--- src/rtl/dpf_pkg.sv ---
package dpf_pkg;

    localparam int CHUNK_BYTES = 16;
    localparam int BYTE_W      = 8;
    localparam int CHUNK_W     = CHUNK_BYTES * BYTE_W;
    localparam int HALF_W      = CHUNK_W / 2;
    localparam int IDX_W       = 10;
    localparam int INTERVAL_W  = 16;
    localparam int TIME_W      = 32;

    localparam logic [INTERVAL_W-1:0] INTERVAL_RESET = 16'd50;
    localparam logic [7:0]            PAGE_CMD_BASE  = 8'hB0;

    typedef logic [1:0] op_t;

    localparam op_t OP_WRITE = 2'd0;
    localparam op_t OP_FLUSH = 2'd1;
    localparam op_t OP_TICK  = 2'd2;
    localparam op_t OP_INVAL = 2'd3;

    typedef struct packed {
        logic flush_req;
        logic tick;
    } pace_cmd_t;

    typedef struct packed {
        logic go;
        logic snap_valid;
    } flush_ctl_t;

    typedef struct packed {
        logic busy;
        logic done;
    } flush_sts_t;

    typedef struct packed {
        logic [2:0]        page_number;
        logic [2:0]        chunk_number;
        logic [7:0]        page_command;
        logic [HALF_W-1:0] chunk_low;
        logic [HALF_W-1:0] chunk_high;
        logic              last_chunk;
    } result_t;

endpackage

--- src/rtl/dpf_pace.sv ---
module dpf_pace (
    input  logic                       clk,
    input  logic                       rst_n,
    input  logic                       cfg_valid,
    input  logic [dpf_pkg::INTERVAL_W-1:0] cfg_data,
    input  dpf_pkg::pace_cmd_t         cmd,
    output logic                       launch
);

    import dpf_pkg::*;

    logic [INTERVAL_W-1:0] interval_reg;
    logic [TIME_W-1:0]     elapsed_reg;
    logic [TIME_W-1:0]     elapsed_next;
    logic [TIME_W-1:0]     elapsed_inc;
    logic [TIME_W-1:0]     interval_ext;
    logic                  pending_reg;
    logic                  pending_next;

    assign interval_ext = TIME_W'(interval_reg);
    assign elapsed_inc  = elapsed_reg + TIME_W'(1);

    // elapsed_reg is tick count minus the tick of the last flush, modulo 2^32
    always_comb
    begin
        launch       = 1'b0;
        elapsed_next = elapsed_reg;
        pending_next = pending_reg;
        if (cmd.flush_req)
        begin
            if (elapsed_reg < interval_ext)
            begin
                pending_next = 1'b1;
            end
            else
            begin
                launch       = 1'b1;
                pending_next = 1'b0;
                elapsed_next = '0;
            end
        end
        else if (cmd.tick)
        begin
            elapsed_next = elapsed_inc;
            if (pending_reg && !(elapsed_inc < interval_ext))
            begin
                launch       = 1'b1;
                pending_next = 1'b0;
                elapsed_next = '0;
            end
        end
    end

    always_ff @(posedge clk or negedge rst_n)
    begin
        if (!rst_n)
        begin
            interval_reg <= INTERVAL_RESET;
            elapsed_reg  <= '0;
            pending_reg  <= 1'b0;
        end
        else
        begin
            if (cfg_valid)
            begin
                interval_reg <= cfg_data;
            end
            elapsed_reg <= elapsed_next;
            pending_reg <= pending_next;
        end
    end

endmodule

--- config.mk ---
export PLATFORM = sky130hd
export DESIGN_NAME = dpf_pace
export DESIGN_NICKNAME = d
export VERILOG_FILES = /design/src/rtl/dpf_pkg.sv /design/src/rtl/dpf_pace.sv
export SDC_FILE = /design/constraint.sdc
export NUM_CORES = 1
export LEC_CHECK = 0
export ABC_AREA = 0
export BUFFER_PORTS_ARGS = -buffer_cell sky130_fd_sc_hd__buf_2
export CAP_MARGIN = 20
export CORE_ASPECT_RATIO = 1.1
export CORE_UTILIZATION = 45
export DETAILED_ROUTE_END_ITERATION = 16
export PLACE_DENSITY = 0.72
export SLEW_MARGIN = 20
export SYNTH_ARGS = -nofsm -noshare
export SYNTH_HDL_FRONTEND = slang
export SYNTH_SLANG_ARGS = --single-unit
--- constraint.sdc ---
create_clock -name clk -period 5.15 [get_ports clk]
set_clock_uncertainty 0.15 [all_clocks]
set_input_delay 1.03 -clock clk [delete_from_list [all_inputs] [get_ports clk]]
set_output_delay 1.03 -clock clk [all_outputs]
set_load 0.03 [all_outputs]
==> run_results.csv <==
group,metric,value,unit
yosys,yosysTopAreaCellShare,30.33,%
cts,ctsHtreeMaxLevel,2,
yosys,synth_cell_type_count,61,
routing,wl_per_cell,17.04,µm
power_and_ir_drop,p_leak,1.819,nW
floorplanning,start_util,47.20,%
timing,finalHoldWorstSlack,0.3801,ns
global_routing,grt_pass1_vias,3073,
yosys,netlist_instances,417,
routing,drc,0,
floorplanning,io_pins,22,
timing,finalCritPeriodShare,96.11,%
worst_setup_path,path_cells,"ha_2 -> nand4_1 -> or2_4 -> nor2_4 -> nand3_2 -> xnor2_2 -> ha_1 -> a21o_1 -> a221oi_1 -> nand2_1 -> nor3_4 -> a41oi_4 -> nor2_4 -> nor2_1 -> buf_2",
power_and_ir_drop,p_per_area,346.1,mW/mm²
worst_setup_path,setup.worst_path.end_class,"output port",
cts,clk_transition_reported_paths,0.11,ns
routing,first_pass_iters,4,
final_layout,drive_gt1_share,20.24,%
place,pre_cts_ws,0.1626,ns
min_path,hold_class,"flip-flop to flip-flop",
global_routing,grt_overflow_total,0,
floorplanning,core-area,0.008040,mm²
global_routing,grt_first_pass_wirelength,14930,µm
final_layout,n_fill_cell,724,
timing,max_freq,202.0,MHz
final_layout,utilization,50.68,%
cts,clock_latency,0.33,ns
worst_setup_path,slowest_stage,"dfrtp_1",
yosys,yosysSeqAreaShare,32.41,%
routing,drt_wl_total,9081,µm
power_and_ir_drop,ir_worst_vdd,0.1732,mV
timing,slew-limit-headroom,53.65,%
routing,drt_iter0_markers,185,
routing,via_per_inst,5.985,
worst_setup_path,cp_top_family,"simple AND/OR/NAND/NOR gates",
floorplanning,die_y,98.32,µm
cts,max-clock-path-buffers,2,
routing,ant_nets,0,
place,io_buffers,21,
worst_setup_path,worstPathArrival,3.77,ns
yosys,async_flop_share,100.0,%
timing,period_needed,4.950,ns
worst_setup_path,cp_data_required_time,3.97,ns
timing,hold_viol_final,0,
timing,finalMaxSlewViolations,0,
final_layout,largest_register_ffs,32,
cts,cts_root_buf,"clkbuf_8",
worst_setup_path,path_buf_inv,1,
floorplanning,die_w,89.56,µm
worst_setup_path,cpMostUsedCell,"nor2_4",
global_routing,grt.total_usage,21.94,%
yosys,ys_ff_latch,49,
final_layout,final_area,0.004075,mm²
place,gp_congestion,0.8483,
yosys,yosysWarnings,0,
global_routing,met3_usage,2.959,%
yosys,synth_top_cell_by_area,"dfrtp_1",
worst_setup_path,startpoint_type,"flip-flop",
yosys,synth_ff_type,"dfrtp_1",
yosys,yosysMostFrequentCell,"nand2_1",
yosys,synth_edf_count,0,
power_and_ir_drop,power,1.410,mW
worst_setup_path,cp_max_fo,7,
cts,clkSinkCount,49,
floorplanning,rows,34,
floorplanning,die-area,0.008805,mm²
worst_setup_path,r2r_slack,0.86,ns
final_layout,area_growth,7.385,%
global_routing,gr-usage-met1,28.63,%
global_routing,met2_usage,36.95,%
timing,setup_ws,0.2002,ns
job,maxCapViolCount,0,
final_layout,nets,476,
run_status,status,"finished, final reports clean",
place,place_area,0.003930,mm²
yosys,synth_fp_nets,469,
yosys,ys_top_cells_by_count,"55 x nand2_1, 46 x dfrtp_1, 31 x ha_1, 31 x o21ai_0, 23 x inv_1",
global_routing,grt_start_max_net_pins,50,
yosys,netlist_area,0.003795,mm²
place,dp_hpwl,6469,µm
worst_setup_path,cpPeakStageDelay,0.44,ns
yosys,ys_top_cells_by_area,"dfrtp_1 30%, ha_1 10%, nand2_1 5.4%",
worst_setup_path,crit_type,"flip-flop to output port",
final_layout,antenna_cells,0,
routing,num_vias,3190,
global_routing,gr-max-usage-layer,"met2",
timing,finalSetupViolCount,0,
timing,tightest_slew,0.6889,ns
yosys,synth.avg_cell_area,9.100,µm²
cts,cts_tree,"yes",
global_routing,grt_antenna_before_repair,0,
cts,cts_buffers,5,
[final cells by class]
class                           instances  area (µm²)  area share (%)
Timing Repair Buffer                   27       152.6           3.746
Inverter                               23       86.33           2.119
Sequential cell                        49        1234           30.27
Clock buffer                            5       68.82           1.689
Multi-Input combinational cell        318        2374           58.24
Tap cell                              108       135.1           3.316
Clock inverter                          3       25.02          0.6141
[path summary, 6_finish.rpt]
| path | cells after the start | to | startpoint |
|---|---|---|---|
| hold reg to reg | 2 | pending_reg | pending_reg |
| max in group asynchronous | 1 | elapsed_reg[0] | rst_n |
| setup / recovery | 15 | launch | elapsed_reg[1] |
| setup reg to reg | 16 | elapsed_reg[21] | elapsed_reg[1] |
| min in group asynchronous | 1 | interval_reg[0] | rst_n |
| hold / removal | 2 | pending_reg | pending_reg |
[placed cells by master (no fill, tap or decap), types with 13 or more instances in the layout]
cell / netlist / final
nand4_1: 13 / 13
dfrtp_1: 46 / 43
ha_1: 31 / 30
buf_2: 4 / 20
nand2_1: 55 / 55
nor2_1: 15 / 13
inv_1: 23 / 23
o21ai_0: 31 / 31
nand3_1: 18 / 17
[timing repair]
action / in CTS / in global routing
endpoints found under the setup margin: 1 / 1
setup buffers: 0 / 1
hold buffers: 0 / 0
resized for setup: 3 / 10
[per-stage QoR]
stage,instances,TNS [ns]
after floorplan,417,0
after global placement,524,0
after detailed placement,524,0
after CTS,532,0
after global routing,533,-0.02731
final,533,0
[metal layers]
metal | up-vias | routed length [µm]
li1 | 1561 | -
met1 | 1530 | 4112
met4 | 0 | 216
met3 | 17 | 390
met2 | 82 | 4361
met5 | - | 0
[kinds of logic (layout without fill, tap and decap cells)]
| logic type | after synthesis | after routing | synth area share (%) |
|---|---|---|---|
| simple gates | 152 | 152 | 21.10 |
| flops | 49 | 49 | 32.41 |
| fa+ha+maj | 31 | 31 | 10.22 |
| compound gates | 119 | 119 | 26.25 |
| buf+inv | 50 | 58 | 6.198 |
| mux | 3 | 3 | 0.8243 |
| xor+xnor | 13 | 13 | 3.000 |
[power by group]
part	total, mW	switching [mW]	internal, mW
sequential	0.506	0.0736	0.433
clock	0.252	0.152	0.0993
combinational	0.652	0.387	0.266
[worst min-delay path, stage by stage, from the launching register on]
cell and delay [ns]:
dfrtp_1 0.37, nand3b_1 0.07, nand2_1 0.06
Power figures use the tool's default switching activity.
